===== config.mk =====
export PLATFORM = sky130hd
export DESIGN_NAME = imu_datapath
export DESIGN_NICKNAME = d
export VERILOG_FILES = /design/src/hdl/imu_pkg.sv /design/src/hdl/imu_datapath.sv
export SDC_FILE = /design/constraint.sdc
export NUM_CORES = 2
export LEC_CHECK = 0
export BUFFER_PORTS_ARGS = -buffer_cell sky130_fd_sc_hd__clkbuf_2
export CAP_MARGIN = 25
export CORE_ASPECT_RATIO = 0.6
export CORE_MARGIN = 10
export CORE_UTILIZATION = 60
export DETAILED_ROUTE_END_ITERATION = 6
export PLACE_DENSITY = 0.82
export SYNTH_ARGS = -nofsm -noshare
export SYNTH_HDL_FRONTEND = slang
export SYNTH_SLANG_ARGS = --single-unit

===== constraint.sdc =====
create_clock -name clk -period 13.4 [get_ports clk]
set_clock_uncertainty 0.1 [all_clocks]
set_input_delay 2.68 -clock clk [delete_from_list [all_inputs] [get_ports clk]]
set_output_delay 2.68 -clock clk [all_outputs]
set_load 0.02 [all_outputs]

===== src/hdl/imu_pkg.sv =====
package imu_pkg;

  localparam int DataW = 32;

  localparam logic [1:0] ACT_LOAD_A = 2'd0;
  localparam logic [1:0] ACT_LOAD_B = 2'd1;
  localparam logic [1:0] ACT_START  = 2'd2;

  localparam logic [2:0] OP_ADD   = 3'd0;
  localparam logic [2:0] OP_SUB   = 3'd1;
  localparam logic [2:0] OP_MUL   = 3'd2;
  localparam logic [2:0] OP_TRANS = 3'd3;
  localparam logic [2:0] OP_DET   = 3'd4;

  localparam logic [1:0] REG_OPERATION = 2'd0;
  localparam logic [1:0] REG_ROWS_A    = 2'd1;
  localparam logic [1:0] REG_COLS_A    = 2'd2;
  localparam logic [1:0] REG_COLS_B    = 2'd3;

  localparam logic [2:0] OP_RESET  = OP_MUL;
  localparam logic [3:0] DIM_RESET = 4'd8;

  typedef enum logic [1:0] {
    ST_IDLE,
    ST_ISSUE,
    ST_DRAIN,
    ST_ERROR
  } state_t;

  typedef enum logic [2:0] {
    FN_ADD,
    FN_SUB,
    FN_MUL,
    FN_PASS,
    FN_DFIRST,
    FN_DMID,
    FN_DLAST
  } fn_t;

  typedef struct packed {
    logic       wr_a;
    logic       wr_b;
    logic       rd;
    logic [2:0] a_row;
    logic [2:0] a_col;
    logic [2:0] b_row;
    logic [2:0] b_col;
    fn_t        fn;
    logic       acc_first;
    logic       acc_last;
    logic       neg;
    logic       emit;
    logic [2:0] emit_row;
    logic [2:0] emit_col;
    logic       emit_last;
    logic       emit_err;
  } dp_cmd_t;

  typedef struct packed {
    logic sum_done;
    logic out_free;
  } dp_stat_t;

  // column picked from row f in term t of the Leibniz expansion
  function automatic logic [2:0] det_col(input logic three, input logic [2:0] t,
                                         input logic [1:0] f);
    logic [8:0] p;
    if (!three) begin
      return {2'b00, t[0] ^ f[0]};
    end
    case (t)
      3'd0:    p = {3'd2, 3'd1, 3'd0};
      3'd1:    p = {3'd1, 3'd2, 3'd0};
      3'd2:    p = {3'd2, 3'd0, 3'd1};
      3'd3:    p = {3'd0, 3'd2, 3'd1};
      3'd4:    p = {3'd1, 3'd0, 3'd2};
      3'd5:    p = {3'd0, 3'd1, 3'd2};
      default: p = {3'd2, 3'd1, 3'd0};
    endcase
    return p[3*f +: 3];
  endfunction

  function automatic logic det_neg(input logic three, input logic [2:0] t);
    logic n;
    if (three) begin
      case (t)
        3'd1, 3'd2, 3'd5: n = 1'b1;
        default:          n = 1'b0;
      endcase
    end else begin
      n = (t == 3'd1);
    end
    return n;
  endfunction

endpackage


===== src/hdl/imu_datapath.sv =====
module imu_datapath #(
  parameter int MAX_DIM = 8
) (
  input  logic              clk,
  input  logic              rst,
  input  imu_pkg::dp_cmd_t  dcmd,
  output imu_pkg::dp_stat_t stat,
  input  logic [2:0]        wr_row,
  input  logic [2:0]        wr_col,
  input  logic [31:0]       wr_data,
  output logic              out_valid,
  input  logic              out_ready,
  output logic [2:0]        out_row,
  output logic [2:0]        out_col,
  output logic [31:0]       out_result,
  output logic              out_last,
  output logic              out_error
);
  import imu_pkg::*;

  localparam int Depth = MAX_DIM * MAX_DIM;
  localparam int AW    = $clog2(Depth);
  localparam int FW    = AW + 1;

  logic [DataW-1:0] mem_a [Depth];
  logic [DataW-1:0] mem_b [Depth];

  logic [DataW-1:0] rd_a, rd_b, h, p2, acc, mul_b, prod;
  logic             wr_ok;
  logic             s1_valid, s1_first, s1_last, s1_neg;
  fn_t              s1_fn;
  logic             s2_valid, s2_first, s2_last, s2_neg;
  logic             sum_done;

  function automatic logic [AW-1:0] addr_of(input logic [2:0] r, input logic [2:0] c);
    logic [FW-1:0] full;
    full = FW'(r) * FW'(MAX_DIM) + FW'(c);
    if (full >= FW'(Depth)) full = full - FW'(Depth);
    return full[AW-1:0];
  endfunction

  assign wr_ok = (int'(wr_row) < MAX_DIM) && (int'(wr_col) < MAX_DIM);

  always_ff @(posedge clk) begin
    if (dcmd.wr_a && wr_ok) mem_a[addr_of(wr_row, wr_col)] <= wr_data;
    rd_a <= mem_a[addr_of(dcmd.a_row, dcmd.a_col)];
  end

  always_ff @(posedge clk) begin
    if (dcmd.wr_b && wr_ok) mem_b[addr_of(wr_row, wr_col)] <= wr_data;
    rd_b <= mem_b[addr_of(dcmd.b_row, dcmd.b_col)];
  end

  always_ff @(posedge clk) begin
    if (rst) begin
      s1_valid <= 1'b0;
    end else begin
      s1_valid <= dcmd.rd;
    end
    s1_fn    <= dcmd.fn;
    s1_first <= dcmd.acc_first;
    s1_last  <= dcmd.acc_last;
    s1_neg   <= dcmd.neg;
  end

  assign mul_b = (s1_fn == FN_MUL) ? rd_b : h;
  assign prod  = rd_a * mul_b;

  always_ff @(posedge clk) begin
    if (rst) begin
      s2_valid <= 1'b0;
    end else begin
      s2_valid <= s1_valid && (s1_fn != FN_DFIRST) && (s1_fn != FN_DMID);
    end
    s2_first <= s1_first;
    s2_last  <= s1_last;
    s2_neg   <= s1_neg;
    if (s1_valid) begin
      case (s1_fn)
        FN_ADD:    p2 <= rd_a + rd_b;
        FN_SUB:    p2 <= rd_a - rd_b;
        FN_MUL:    p2 <= prod;
        FN_PASS:   p2 <= rd_a;
        FN_DFIRST: h  <= rd_a;
        FN_DMID:   h  <= prod;
        FN_DLAST:  p2 <= prod;
        default:   ;
      endcase
    end
  end

  always_ff @(posedge clk) begin
    if (s2_valid) acc <= (s2_first ? '0 : acc) + (s2_neg ? -p2 : p2);
  end

  always_ff @(posedge clk) begin
    if (rst) begin
      sum_done <= 1'b0;
    end else if (s2_valid && s2_last) begin
      sum_done <= 1'b1;
    end else if (dcmd.emit) begin
      sum_done <= 1'b0;
    end
  end

  always_ff @(posedge clk) begin
    if (rst) begin
      out_valid <= 1'b0;
    end else if (dcmd.emit) begin
      out_valid <= 1'b1;
    end else if (out_ready) begin
      out_valid <= 1'b0;
    end
    if (dcmd.emit) begin
      out_row    <= dcmd.emit_row;
      out_col    <= dcmd.emit_col;
      out_result <= dcmd.emit_err ? '0 : acc;
      out_last   <= dcmd.emit_last;
      out_error  <= dcmd.emit_err;
    end
  end

  assign stat.sum_done = sum_done;
  assign stat.out_free = !out_valid || out_ready;

endmodule


# Word-level counts from Yosys, hierarchy flattened

Memory sizes are Yosys's and may differ from the RTL's. A register that Yosys moved wholly into a read port is not among the register bits.
Cells that the tools add are included.

RAM bits: 4096
Memories: 2
Bits of input ports: 71
Latch bits: 0
Memory bits (read-only): 0
Output and inout bits: 43
Register bits: 149

Memories:

| name  | words | bits a word | rd ports | clocked after memory_dff | write ports | line               | text |
|---|---|---|---|---|---|---|---|
| mem_a | 64    | 32          | 1        | 1                        | 1           | imu_datapath.sv:25 | `logic [DataW-1:0] mem_a [Depth];` |
| mem_b | 64    | 32          | 1        | 1                        | 1           | imu_datapath.sv:26 | `logic [DataW-1:0] mem_b [Depth];` |

Divide/modulo/power cells: 0
Equal/unequal tests: 8
Magnitude comparators: 3
Multipliers: 1
$add $sub $neg: 10
Bitwise operators: 0
Reduce and logical (&&, ||, !) cells: 13
Mux-type cells: 18
Shift-type cells: 0

Operators by type and width:

| kind                | number |
|---|---|
| $pmux 32 s4         | 1 |
| $mux 32             | 3 |
| $add 32x32->32      | 2 |
| $pmux 32 s2         | 1 |
| $mul 32x32->32      | 1 |
| $neg 32->32         | 1 |
| $sub 32x32->32      | 1 |
| $mux 6              | 5 |
| $add 6x3->7         | 3 |
| $ge 7x7->1 const B  | 3 |
| $sub 6x1->6 const B | 3 |
| $eq 3x3->1 const B  | 3 |
| $mux 1              | 8 |
| $eq 3x2->1 const B  | 2 |
| $ne 3x3->1 const B  | 2 |
| $reduce_bool 2->1   | 3 |
| $reduce_and 2->1    | 2 |
| $reduce_bool 4->1   | 1 |
| $eq 3x1->1 const B  | 1 |
| $logic_and 1x1->1   | 3 |
| $logic_not 3->1     | 1 |
| $reduce_or 2->1     | 1 |
| $logic_not 1->1     | 1 |
| $logic_or 1x1->1    | 1 |

# Depth between registers and ports, before layout

Word-level depth: 4
Depth in mapped cells: 32
Depth with buffers taken out: 28

# Least setup slack after synthesis

OpenSTA, ideal clock, no wires.

Path kind: register -> register
Start point: register s1_fn[1]
End point: register p2[30], data pin
Clock period less this slack: 7934 ps
Setup slack: 5466 ps
Stages on the path, launching flop included: 27
Arrival: 7575 ps
Setup time: 259 ps
Cells stage by stage: dfxtp_1 nor3b_4 buf_6 mux2_2 clkbuf_1 clkbuf_1 and2_1 fa_1 inv_1 fa_1 fa_1 fa_1 inv_1 fa_1 fa_1 fa_1 fa_1 ha_1 clkbuf_1 nand4_1 or3_1 o221ai_1 o31a_1 nor3_1 a31oi_1 o21ai_0 a211o_1

Cells in the longest elaborated chain, start to end: 4

Ends and longest elaborated chain:

| what                     | line                                   | text |
|---|---|---|
| start: declaration       | imu_datapath.sv:31                     | `fn_t s1_fn;` |
| start signal: assignment | imu_datapath.sv:60                     | `s1_fn <= dcmd.fn;` |
| $eq 3x2->1               | imu_datapath.sv:66, imu_datapath.sv:79 |  |
| $mux 32                  | imu_datapath.sv:66                     | `assign mul_b = (s1_fn == FN_MUL) ? rd_b : h;` |
| $mul 32x32->32           | imu_datapath.sv:67                     | `assign prod = rd_a * mul_b;` |
| $pmux 32 s4 *            | imu_datapath.sv:79                     | `case (s1_fn)` |
| end signal: assignment   | imu_datapath.sv:80                     | `FN_ADD: p2 <= rd_a + rd_b;` |
| end signal: assignment   | imu_datapath.sv:81                     | `FN_SUB: p2 <= rd_a - rd_b;` |
| end signal: assignment   | imu_datapath.sv:82                     | `FN_MUL: p2 <= prod;` |
| end: declaration         | imu_datapath.sv:28                     | `logic [DataW-1:0] rd_a, rd_b, h, p2, acc, mul_b, prod;` |

Mark *: on every way between the ends. The rest lies on a longest branch, timed or not.
A chain may end at the register's enable or synchronous reset.

# Final worst setup path

Start point: register s1_fn[1]
End point: register p2[22], data pin

The elaborated chain is that of the path after synthesis.

==> out/metrics.yaml <==
clocking:
  cts_tree: "built"
  post_cts_buffers: 0
  clock_path_buffers: 4
  cts_hold_buf: 0
  h-tree-depth: 5
  cts-buffers-inserted: 368
  clkSinkCount: 4309
  clock_latency_ns: 0.99
  path_clk_slew_ns: 0.07
  cts_root_buf: "clkbuf_16"
  cts-resized-gates: 0
timing:
  timing.hold.ws_ns: 0.226
  worst_slew_pin_slew_ns: 1.15
  fmax_mhz: 112
  report.final.slew_viol_count: 0
  finalSetupTns_ns: 0
  finalSetupViolCount: 0
  period_needed_ns: 8.94
  rsz0062_at_grt: "no"
  hold_viol_final: 0
  fin_crit_sh: 0.667
  slew-limit-headroom: 0.234
floorplan:
  std_cell_rows: 156
  die_w_um: 732
  coreArea_mm2: 0.302
  die_y_um: 447
  start_util: 0.604
  ios: 114
  dieArea_mm2: 0.327
setup_path:
  critPathRequiredTime_ns: 13.89
  crit_fanout: 22
  critical_path_class: "reg2reg"
  endpoint_kind: "register"
  arrival_ns: 9.43
  start_kind: "register"
routing:
  drt_pre_antenna_iters: 7
  routedWlPerCell_um: 40.4
  viasPerCell: 7.13
  vias: 95898
  drc: 6
  ant_nets: 0
  drt_iter0_markers: 17839
  wl_um: 543000
yosys:
  synth_area_per_cell_um2: 20.9
  ys_warn_count: 0
  synth_top_cell_by_area: "edfxtp_1"
  synth_seq_area_share: 0.705
  synth_area_mm2: 0.182
  yosysTopAreaCellShare: 0.696
  synth-seq-cells: 4309
  synth_area_leaders: "edfxtp_1, mux4_2, fa_1"
  synthFlopType: "edfxtp_1"
  synth_cell_types: 77
  async_reset_ff_frac: 0
  synth_nets: 9419
  yosys-top-cells-count: "edfxtp_1, mux4_2, fa_1"
  yosysMostFrequentCell: "edfxtp_1"
  synth-edff-count: 4232
  syn_inst: 8751
grt:
  antenna_found_initial: 80
  track_usage: 0.330
  grt_pass1_wl_um: 760000
  grt_max_degree: 130
  grt_overflow: 0
  grt_pass1_vias: 97846
cells_and_area:
  area_growth_pct: 10.7
  drive_gt1_frac: 0.262
  fin_cells: 13456
  fillers: 17740
  nNetsFinal: 9720
placement:
  portBuffers: 113
  post-place-cells: 12695
  dp_hpwl_um: 291000
  gp_congestion: 0.914
min_path:
  hold_class: "reg2reg"
status:
  violations: "DRC"
  status: "finished with violations"
pwr:
  peakVddDrop_mv: 1.73
  p_per_area_mw_per_mm2: 272
  leakage_uw: 0.0659
job:
  drv_cap: 0
## stage by stage
stage / worst slack [ns] / area, um2 / power [uW] / utilization
floorplan: 5.47 / 182000 / 38200 / -
global placement: 4.66 / 189000 / 43200 / 0.627
detailed placement: 4.52 / 189000 / 43800 / 0.628
CTS: 4.46 / 201000 / 54900 / 0.667
global route: 4.11 / 202000 / 57700 / 0.669
finish: 4.46 / 202000 / 54900 / 0.669
## logic make-up (layout without fill, tap and decap cells)
group,after synthesis,count (layout),share of synthesized area
xor+xnor,197,197,0.00969
fa+ha+maj,597,597,0.0578
other cells,0,74,0
flops,4309,4309,0.705
compound gates,363,363,0.0129
mux,1400,1400,0.168
buf+inv,845,1447,0.0175
simple gates,1040,1040,0.0290
## worst max-delay path: stages (launching register included)
cell	delay (ns)
dfxtp_1	0.42
nor3b_4	0.66
buf_4	0.45
mux2_2	0.60
and2_1	0.28
fa_1	0.50
fa_1	0.39
fa_1	0.49
inv_1	0.05
fa_1	0.47
inv_1	0.05
fa_1	0.46
ha_1	0.30
fa_1	0.51
fa_1	0.43
ha_1	0.35
a21oi_1	0.20
o21ai_0	0.21
a2bb2oi_1	0.38
o21ai_0	0.21
a21o_1	0.23
nand2_1	0.10
nand2b_1	0.08
xnor2_1	0.51
o21ai_0	0.21
## worst paths after layout
check	start	endpoint	slack, ns	cells after the start
worst min register to register	s1_last	s2_last	0.23	0
worst max register to register	s1_fn[1]	p2[22]	4.46	24
worst max-delay path	s1_fn[1]	p2[22]	4.46	24
worst min-delay path	s1_last	s2_last	0.23	0
## placed cells by master, fill, tap and decap left out, types with 9 or more instances in the layout
cell	instances
clkbuf_1	54
o221ai_1	15
buf_16	14
a22oi_1	13
o21a_1	10
nand3_1	20
mux4_2	1328
and3_1	9
clkinvlp_4	29
dfxtp_1	76
bufinv_16	37
ha_1	187
clkinv_2	73
inv_1	402
fa_1	410
and2_1	258
mux2i_1	26
a21o_1	54
diode_2	74
nor2_1	66
o21ai_0	107
clkinv_1	70
xor2_1	48
nand2_1	305
a21oi_1	76
xnor2_1	146
o31ai_1	16
edfxtp_1	4232
clkbuf_2	71
o41ai_1	10
nor2_4	128
nor2b_1	139
clkbuf_16	374
a31oi_1	9
nor3_1	16
buf_4	270
mux2_2	42
nand2b_1	34
## sequential cells by signal (all words and copies together) (netlist names), 3 cells and up
register    flops
mem_b        2048
rd_b           32
out_result     32
out_col         3
acc            32
rd_a           32
s1_fn           3
h              32
p2             32
out_row         3
mem_a        2048
## final cells by class
class / instances / area (um2) / share of cell area
inverters: 403 / 1510 / 0.00749
repair buffers: 373 / 3070 / 0.0152
clock buffers: 435 / 9660 / 0.0478
diodes: 74 / 185 / 0.000916
well taps: 4029 / 5040 / 0.0249
clock inverters: 236 / 2310 / 0.0114
flip-flops and latches: 4309 / 129000 / 0.637
multi-input cells: 3597 / 51600 / 0.256
## report_power, final
group / switching [uW] / internal (uW) / total (uW) / leakage [uW]
clock: 5180 / 5910 / 11100 / 0.00580
sequential: 192 / 15200 / 15400 / 0.0388
combinational: 17000 / 11400 / 28400 / 0.0213
total: 22400 / 32600 / 54900 / 0.0659
## per-layer routing
metal	global-route usage	up-vias	wire length [um]
li1	-	35723	-
met1	0.438	49564	180000
met2	0.496	8907	248000
met3	0.123	1642	87500
met4	0.143	62	27500
met5	0	-	415
No activity file was read; power rests on OpenSTA's default activity.
