--- config.mk ---
export PLATFORM = sky130hd
export DESIGN_NAME = imu_ctrl
export DESIGN_NICKNAME = d
export VERILOG_FILES = /design/src/hdl/imu_pkg.sv /design/src/hdl/imu_ctrl.sv
export SDC_FILE = /design/constraint.sdc
export NUM_CORES = 1
export LEC_CHECK = 0
export BUFFER_PORTS_ARGS = -buffer_cell sky130_fd_sc_hd__clkbuf_2
export CAP_MARGIN = 20
export CELL_PAD_IN_SITES_DETAIL_PLACEMENT = 0
export CELL_PAD_IN_SITES_GLOBAL_PLACEMENT = 1
export CORE_ASPECT_RATIO = 1.1
export CORE_MARGIN = 8
export CORE_UTILIZATION = 44
export CTS_CLUSTER_SIZE = 8
export DETAILED_ROUTE_END_ITERATION = 7
export GPL_ROUTABILITY_DRIVEN = 1
export PLACE_DENSITY = 0.89
export SYNTH_ARGS = -nofsm -noshare
export SYNTH_HDL_FRONTEND = slang
export SYNTH_SLANG_ARGS = --single-unit
--- constraint.sdc ---
create_clock -name clk -period 7.7 [get_ports clk]
set_clock_uncertainty 0.1 [all_clocks]
set_input_delay 1.54 -clock clk [delete_from_list [all_inputs] [get_ports clk]]
set_output_delay 1.54 -clock clk [all_outputs]
set_load 0.01 [all_outputs]
--- src/hdl/imu_pkg.sv ---
package imu_pkg;

  localparam int DataW = 32;

  localparam logic [1:0] ACT_LOAD_A = 2'd0;
  localparam logic [1:0] ACT_LOAD_B = 2'd1;
  localparam logic [1:0] ACT_START  = 2'd2;

  localparam logic [2:0] OP_ADD   = 3'd0;
  localparam logic [2:0] OP_SUB   = 3'd1;
  localparam logic [2:0] OP_MUL   = 3'd2;
  localparam logic [2:0] OP_TRANS = 3'd3;
  localparam logic [2:0] OP_DET   = 3'd4;

  localparam logic [1:0] REG_OPERATION = 2'd0;
  localparam logic [1:0] REG_ROWS_A    = 2'd1;
  localparam logic [1:0] REG_COLS_A    = 2'd2;
  localparam logic [1:0] REG_COLS_B    = 2'd3;

  localparam logic [2:0] OP_RESET  = OP_MUL;
  localparam logic [3:0] DIM_RESET = 4'd8;

  typedef enum logic [1:0] {
    ST_IDLE,
    ST_ISSUE,
    ST_DRAIN,
    ST_ERROR
  } state_t;

  typedef enum logic [2:0] {
    FN_ADD,
    FN_SUB,
    FN_MUL,
    FN_PASS,
    FN_DFIRST,
    FN_DMID,
    FN_DLAST
  } fn_t;

  typedef struct packed {
    logic       wr_a;
    logic       wr_b;
    logic       rd;
    logic [2:0] a_row;
    logic [2:0] a_col;
    logic [2:0] b_row;
    logic [2:0] b_col;
    fn_t        fn;
    logic       acc_first;
    logic       acc_last;
    logic       neg;
    logic       emit;
    logic [2:0] emit_row;
    logic [2:0] emit_col;
    logic       emit_last;
    logic       emit_err;
  } dp_cmd_t;

  typedef struct packed {
    logic sum_done;
    logic out_free;
  } dp_stat_t;

  // column picked from row f in term t of the Leibniz expansion
  function automatic logic [2:0] det_col(input logic three, input logic [2:0] t,
                                         input logic [1:0] f);
    logic [8:0] p;
    if (!three) begin
      return {2'b00, t[0] ^ f[0]};
    end
    case (t)
      3'd0:    p = {3'd2, 3'd1, 3'd0};
      3'd1:    p = {3'd1, 3'd2, 3'd0};
      3'd2:    p = {3'd2, 3'd0, 3'd1};
      3'd3:    p = {3'd0, 3'd2, 3'd1};
      3'd4:    p = {3'd1, 3'd0, 3'd2};
      3'd5:    p = {3'd0, 3'd1, 3'd2};
      default: p = {3'd2, 3'd1, 3'd0};
    endcase
    return p[3*f +: 3];
  endfunction

  function automatic logic det_neg(input logic three, input logic [2:0] t);
    logic n;
    if (three) begin
      case (t)
        3'd1, 3'd2, 3'd5: n = 1'b1;
        default:          n = 1'b0;
      endcase
    end else begin
      n = (t == 3'd1);
    end
    return n;
  endfunction

endpackage

--- src/hdl/imu_ctrl.sv ---
module imu_ctrl #(
  parameter int MAX_DIM = 8
) (
  input  logic              clk,
  input  logic              rst,
  input  logic              cfg_we,
  input  logic [1:0]        cfg_index,
  input  logic [3:0]        cfg_data,
  input  logic              in_valid,
  input  logic [1:0]        action,
  output logic              in_ready,
  output imu_pkg::dp_cmd_t  dcmd,
  input  imu_pkg::dp_stat_t stat
);
  import imu_pkg::*;

  localparam logic [3:0] DimCap = 4'(MAX_DIM < 8 ? MAX_DIM : 8);

  state_t     state, state_next;
  logic [2:0] operation;
  logic [3:0] rows_a, cols_a, cols_b;
  logic [2:0] i, j, k;

  logic [3:0] ra, ca, cb, nr, nc;
  logic [2:0] nr_m1, nc_m1, kend, iend;
  logic       is_det, det3, det_ok, start, k_done, last_elem;

  function automatic logic [3:0] clamp(input logic [3:0] d);
    if (d == 4'd0) return 4'd1;
    if (d > DimCap) return DimCap;
    return d;
  endfunction

  always_ff @(posedge clk) begin
    if (rst) begin
      operation <= OP_RESET;
      rows_a    <= DIM_RESET;
      cols_a    <= DIM_RESET;
      cols_b    <= DIM_RESET;
    end else if (cfg_we) begin
      unique case (cfg_index)
        REG_OPERATION: operation <= cfg_data[2:0];
        REG_ROWS_A:    rows_a    <= cfg_data;
        REG_COLS_A:    cols_a    <= cfg_data;
        REG_COLS_B:    cols_b    <= cfg_data;
        default:       ;
      endcase
    end
  end

  assign ra     = clamp(rows_a);
  assign ca     = clamp(cols_a);
  assign cb     = clamp(cols_b);
  assign is_det = (operation == OP_DET);
  assign det3   = (rows_a == 4'd3) && (cols_a == 4'd3);
  assign det_ok = det3 || ((rows_a == 4'd2) && (cols_a == 4'd2));
  assign nr     = (operation == OP_TRANS) ? ca : ra;
  assign nc     = (operation == OP_MUL) ? cb : ((operation == OP_TRANS) ? ra : ca);
  assign nr_m1  = 3'(nr - 4'd1);
  assign nc_m1  = 3'(nc - 4'd1);
  assign kend   = is_det ? (det3 ? 3'd2 : 3'd1) : ((operation == OP_MUL) ? 3'(ca - 4'd1) : 3'd0);
  assign iend   = det3 ? 3'd5 : 3'd1;
  assign start  = (state == ST_IDLE) && in_valid && (action == ACT_START);
  assign k_done = (k == kend);
  assign last_elem = is_det || ((i == nr_m1) && (j == nc_m1));

  always_ff @(posedge clk) begin
    if (rst) begin
      state <= ST_IDLE;
    end else begin
      state <= state_next;
    end
  end

  always_comb begin
    state_next = state;
    unique case (state)
      ST_IDLE: begin
        if (start) begin
          if (operation < OP_DET) state_next = ST_ISSUE;
          else if (is_det) state_next = det_ok ? ST_ISSUE : ST_ERROR;
        end
      end
      ST_ISSUE: begin
        if (k_done && (!is_det || (i == iend))) state_next = ST_DRAIN;
      end
      ST_DRAIN: begin
        if (stat.sum_done && stat.out_free) state_next = last_elem ? ST_IDLE : ST_ISSUE;
      end
      ST_ERROR: begin
        if (stat.out_free) state_next = ST_IDLE;
      end
      default: state_next = ST_IDLE;
    endcase
  end

  always_comb begin
    dcmd     = '0;
    dcmd.fn  = FN_ADD;
    in_ready = 1'b0;
    unique case (state)
      ST_IDLE: begin
        in_ready  = 1'b1;
        dcmd.wr_a = in_valid && (action == ACT_LOAD_A);
        dcmd.wr_b = in_valid && (action == ACT_LOAD_B);
      end
      ST_ISSUE: begin
        dcmd.rd = 1'b1;
        if (is_det) begin
          dcmd.a_row     = k;
          dcmd.a_col     = det_col(det3, i, k[1:0]);
          dcmd.fn        = (k == 3'd0) ? FN_DFIRST : (k_done ? FN_DLAST : FN_DMID);
          dcmd.acc_first = (i == 3'd0);
          dcmd.acc_last  = k_done && (i == iend);
          dcmd.neg       = det_neg(det3, i);
        end else begin
          dcmd.acc_first = (k == 3'd0);
          dcmd.acc_last  = k_done;
          unique case (operation)
            OP_MUL: begin
              dcmd.fn    = FN_MUL;
              dcmd.a_row = i;
              dcmd.a_col = k;
              dcmd.b_row = k;
              dcmd.b_col = j;
            end
            OP_TRANS: begin
              dcmd.fn    = FN_PASS;
              dcmd.a_row = j;
              dcmd.a_col = i;
            end
            default: begin
              dcmd.fn    = (operation == OP_SUB) ? FN_SUB : FN_ADD;
              dcmd.a_row = i;
              dcmd.a_col = j;
              dcmd.b_row = i;
              dcmd.b_col = j;
            end
          endcase
        end
      end
      ST_DRAIN: begin
        dcmd.emit      = stat.sum_done && stat.out_free;
        dcmd.emit_row  = is_det ? 3'd0 : i;
        dcmd.emit_col  = is_det ? 3'd0 : j;
        dcmd.emit_last = last_elem;
      end
      ST_ERROR: begin
        dcmd.emit      = stat.out_free;
        dcmd.emit_last = 1'b1;
        dcmd.emit_err  = 1'b1;
      end
      default: ;
    endcase
  end

  always_ff @(posedge clk) begin
    if (rst) begin
      i <= '0;
      j <= '0;
      k <= '0;
    end else if (start) begin
      i <= '0;
      j <= '0;
      k <= '0;
    end else if (state == ST_ISSUE) begin
      if (k_done) begin
        k <= '0;
        if (is_det && (i != iend)) i <= i + 3'd1;
      end else begin
        k <= k + 3'd1;
      end
    end else if ((state == ST_DRAIN) && dcmd.emit && !last_elem) begin
      if (j == nc_m1) begin
        j <= '0;
        i <= i + 3'd1;
      end else begin
        j <= j + 3'd1;
      end
    end
  end

endmodule

## Yosys cells after proc, flatten, opt, wreduce, memory -nomap -nowiden

Index checks and enable logic that the tools add are counted.

| cells by class | value |
|---|---|
| add/sub/neg operators | 6 |
| $mul | 1 |
| $lt $le $gt $ge | 4 |
| eq/ne operators | 33 |
| shifts and indexed selects | 1 |
| muxes and demuxes | 74 |
| bitwise logic cells | 2 |
| reductions and logical operators | 37 |

Operator list:

| operator | count |
|---|---|
| $mux 3 | 29 |
| $pmux 8 s5 | 1 |
| $mux 9 | 3 |
| $pmux 6 s2 | 2 |
| $mux 2 | 11 |
| $mux 1 | 19 |
| $mux 19 | 1 |
| $mux 6 | 3 |
| $eq 4x2->1 const B | 4 |
| $logic_and 1x1->1 | 13 |
| $eq 3x2->1 const B | 4 |
| $eq 3x3->1 | 4 |
| $gt 4x4->1 const B | 3 |
| $logic_not 4->1 | 3 |
| $eq 2x2->1 const B | 5 |
| $ne 2x2->1 const B | 5 |
| $reduce_and 2->1 | 5 |
| $add 3x1->3 const B | 3 |
| $eq 3x3->1 const B | 3 |
| $shiftx 9x5->3 | 1 |
| $sub 3x1->3 const B | 3 |
| $pmux 2 s4 | 1 |
| $eq 2x1->1 const B | 3 |
| $eq 3x1->1 const B | 2 |
| 19 further kinds | 27 |

| word-level totals | value |
|---|---|
| register bits after elaboration | 26 |
| bits of input ports | 14 |
| output and inout port bits | 31 |
| logic and storage cells | 166 |

## Depth between registers and ports, before layout

| depth | value |
|---|---|
| depth in word-level cells | 15 |
| depth in mapped cells | 12 |
| gate-level depth less buffers | 10 |

## Least setup slack after synthesis

No wires, ideal clock.

| path | value |
|---|---|
| path kind | register to output |
| start | register operation[0] |
| end | output port dcmd[1] (netlist bit) |
| data arrival time | 2.372 ns |
| required time | 6.060 ns |
| path slack | 3.688 ns |
| stages on the path, launching flop included | 13 |
| path buffers | 2 |
| cell sequence | dfxtp_1 > buf_4 > clkbuf_1 > nor3b_1 > a21oi_1 > nor2_1 > a21oi_1 > ha_1 > xor2_1 > nand3_1 > a221oi_4 > nand2_1 > a21boi_0 |

RTL lines:

| item | line | text |
|---|---|---|
| start, declared | imu_ctrl.sv:20 | `logic [2:0] operation;` |
| start signal, assigned | imu_ctrl.sv:42 | `REG_OPERATION: operation <= cfg_data[2:0];` |
| end, declared | imu_ctrl.sv:12 | `output imu_pkg::dp_cmd_t dcmd,` |

==> results_dict.tcl <==
set metrics [dict create \
    crit_path_top_delay_cell "dfxtp_1" \
    fin_hold_ws_ps 397 \
    synth-compound-area-share_pct 23.9 \
    coreArea_um2 5660 \
    drt_first_iter_violations 177 \
    fin_crit_ps 4780 \
    power_frac_clock_pct 24.7 \
    numCtsBuffers 3 \
    dpl.hpwl_um 5430 \
    grtUsageTotal_pct 17.7 \
    first_pass_iters 4 \
    max-vdd-ir-drop_uv 93.4 \
    wl_um 7140 \
    ios 45 \
    path_clk_slew_ps 90 \
    n_antenna_cell 0 \
    mostFrequentLayoutCells "nor2_1 (44), clkbuf_2 (44), a21oi_1 (30)" \
    row_count 29 \
    drive_above_1_share_pct 20.5 \
    grt_remaining_overflow 0 \
    cts_tree "done" \
    grt_first_pass_wirelength_um 11800 \
    die_h_um 95.6 \
    worstSetupPathType "reg -> out" \
    synthXorXnorAreaFrac_pct 2.77 \
    syn-num-nets 350 \
    ys_ff_latch 26 \
    netSwitchingFraction_pct 34.7 \
    syn_area_um2 2530 \
    cts.path.max_buffers 2 \
    path_cells "nand3b_2 > nor3_1 > nor2_1 > ha_1 > xnor2_1 > xnor2_1 > nor4b_1 > nand2_1 > a21boi_0 > clkbuf_2" \
    place.gp.congestion 0.879 \
    fin_tns_setup_ps 0 \
    netlist_instances 324 \
    drc_errors 0 \
    crit_fanout 18 \
    vias_per_cell 5.71 \
    synth_cell_types 70 \
    cp_top_family "simple AND/OR/NAND/NOR gates" \
    fmax_mhz 209 \
    p_comb_share_pct 28.0 \
    cp.required_ps 6060 \
    drv_cap 0 \
    clk_latency_ps 280 \
    grt_pass1_vias 2276 \
    grt_max_degree 21 \
    rsz0062_at_grt "false" \
    cp_common_cell "xnor2_1" \
    timing.final.ws_setup_ps 2920 \
    yosys_warnings 0 \
    pre_cts_slack_ps 3240 \
    hold_viol_final 0 \
    post-route-period-util_pct 62.0 \
    synth_top_family_by_area "simple AND/OR/NAND/NOR gates" \
    intPower_uw 211 \
    end_kind "primary output" \
    final_max_slew_viol_count 0 \
    wl_per_cell_um 16.7 \
    status "complete, no violations" \
    cts_num_sinks 26 \
    utilization_pct 49.3 \
    htree_levels 1 \
    ys_seq_area_share_pct 20.6 \
    power_density_nw_per_um2 116 \
    dieWidth_um 88.3 \
    slew_headroom_pct 44.0 \
    setup_viol 0 \
    p_sw_uw 112 \
    start_util_pct 44.7 \
    holdCritPathClass "reg -> reg" \
    hold_buffers 0 \
    cts_setup_buffers 0 \
    vias 2443 \
    antenna_found_initial 0 \
    port_buffers 44 \
    postRouteAntennaNets 0 \
    synth_fa_ha_area_share_pct 5.93 \
    yosys.area_share.simple_pct 33.4 \
    start_kind "flip-flop" \
    slowest_delay_ps 810 \
    synth-async-reset-ratio_pct 0 \
    totalPowerFinal_uw 323 \
    syn2layout_area_growth_pct 10.3 \
    arrival_ps 3140 \
    num-fill-cells 599 \
    postCtsResizedCells 0 \
    power_leakage_uw 0.00122 \
    nNetsFinal 379 \
    tightest_slew_ps 840 \
    synth_ff_type "dfxtp_1" \
    synth_area_per_cell_um2 7.81 \
    path_buf_inv 1 \
    die_area_um2 8440 \
    pwr-share-seq_pct 47.3 \
    synth_mux_area_share_pct 7.96 \
    cts_root_buf "clkbuf_8" \
    synth_edf_count 0 \
]
[power groups by stage]
| stage | clock (uW) | sequential, uW | combinational [uW] |
|---|---|---|---|
| final | 79.7 | 153 | 90.2 |
| after global routing | 88.3 | 154 | 101 |
| after CTS | 80.7 | 152 | 90.4 |
| after detailed placement | 0 | 155 | 90.1 |
| after global placement | 0 | 155 | 89.0 |
| after floorplan | 0 | 146 | 76.0 |
[cells by family (layout without fill, tap and decap cells)]
logic type	Yosys count	count (layout)
mux	20	20
xor+xnor	8	8
fa+ha+maj	12	12
compound gates	81	81
buf+inv	31	58
simple gates	146	146
flops	26	26
[routing by layer]
metal	share of wire (%)	GRT usage (%)	wire length [um]	vias to the layer above
met3	4.8	2.24	341	7
met2	49	29.7	3530	70
li1	-	-	-	1222
met1	44	23.2	3160	1144
met5	0	0	0	-
met4	1.4	4.65	100	0
[worst register-to-register path, cell delays in order, from the launching register on]
cell and delay (ps):
dfxtp_1 810, nand3b_2 220, nor3_1 360, nor2_1 100, ha_1 210, xnor2_1 140
xnor2_1 160, or4b_4 530, a32oi_4 270, mux2i_1 210
[synthesized netlist by cell type (2+ instances only)]
cell type	n	area (um^2)
a211o_1	6	52.6
a211oi_1	3	22.5
a21boi_1	2	15.0
a21o_1	2	15.0
a21oi_1	30	150
a31oi_1	2	12.5
and2_1	3	18.8
and3_1	9	56.3
and3b_1	2	17.5
and4_1	2	17.5
buf_4	2	15.0
buf_6	2	22.5
clkbuf_1	15	56.3
dfxtp_1	26	521
ha_1	12	150
inv_1	11	41.3
mux2i_1	19	190
nand2_1	28	105
nand2b_1	12	75.1
nand3_1	8	40.0
nand3b_1	4	30.0
nand4_1	2	12.5
nor2_1	44	165
nor2b_1	4	25.0
nor3_1	7	35.0
nor3_2	2	20.0
nor3b_1	2	15.0
o21ai_0	9	45.0
o21ba_2	3	30.0
o31ai_1	3	22.5
o32ai_1	3	26.3
xnor2_1	7	61.3
[final timing paths]
kind	startpoint	end	slack (ps)	depth (start not counted)
min reg2reg	cols_b[0]	cols_b[0]	400	2
max	operation[0]	dcmd[1]	2920	10
min	cols_b[0]	cols_b[0]	400	2
max reg2reg	operation[0]	i[0]	4530	9
[area by class of cell]
| cell class | instances | area (um^2) | area share [%] |
|---|---|---|---|
| multi-input cells | 267 | 1870 | 67.1 |
| repair buffers | 44 | 220 | 7.89 |
| clock buffers | 3 | 41.3 | 1.48 |
| inverters | 11 | 41.3 | 1.48 |
| well taps | 77 | 96.3 | 3.45 |
| flip-flops and latches | 26 | 520 | 18.6 |
[flip-flops by register name (all words and copies together), names as in the netlist]
register,count
cols_a,4
cols_b,4
rows_a,4
i,3
j,3
k,3
operation,3
state,2
[stage by stage]
step	cell area, um^2	instances
floorplan	2530	324
global placement	2750	425
detailed placement	2750	425
CTS	2790	428
global route	2790	428
finish	2790	428
(Power assumes the default switching activity.)
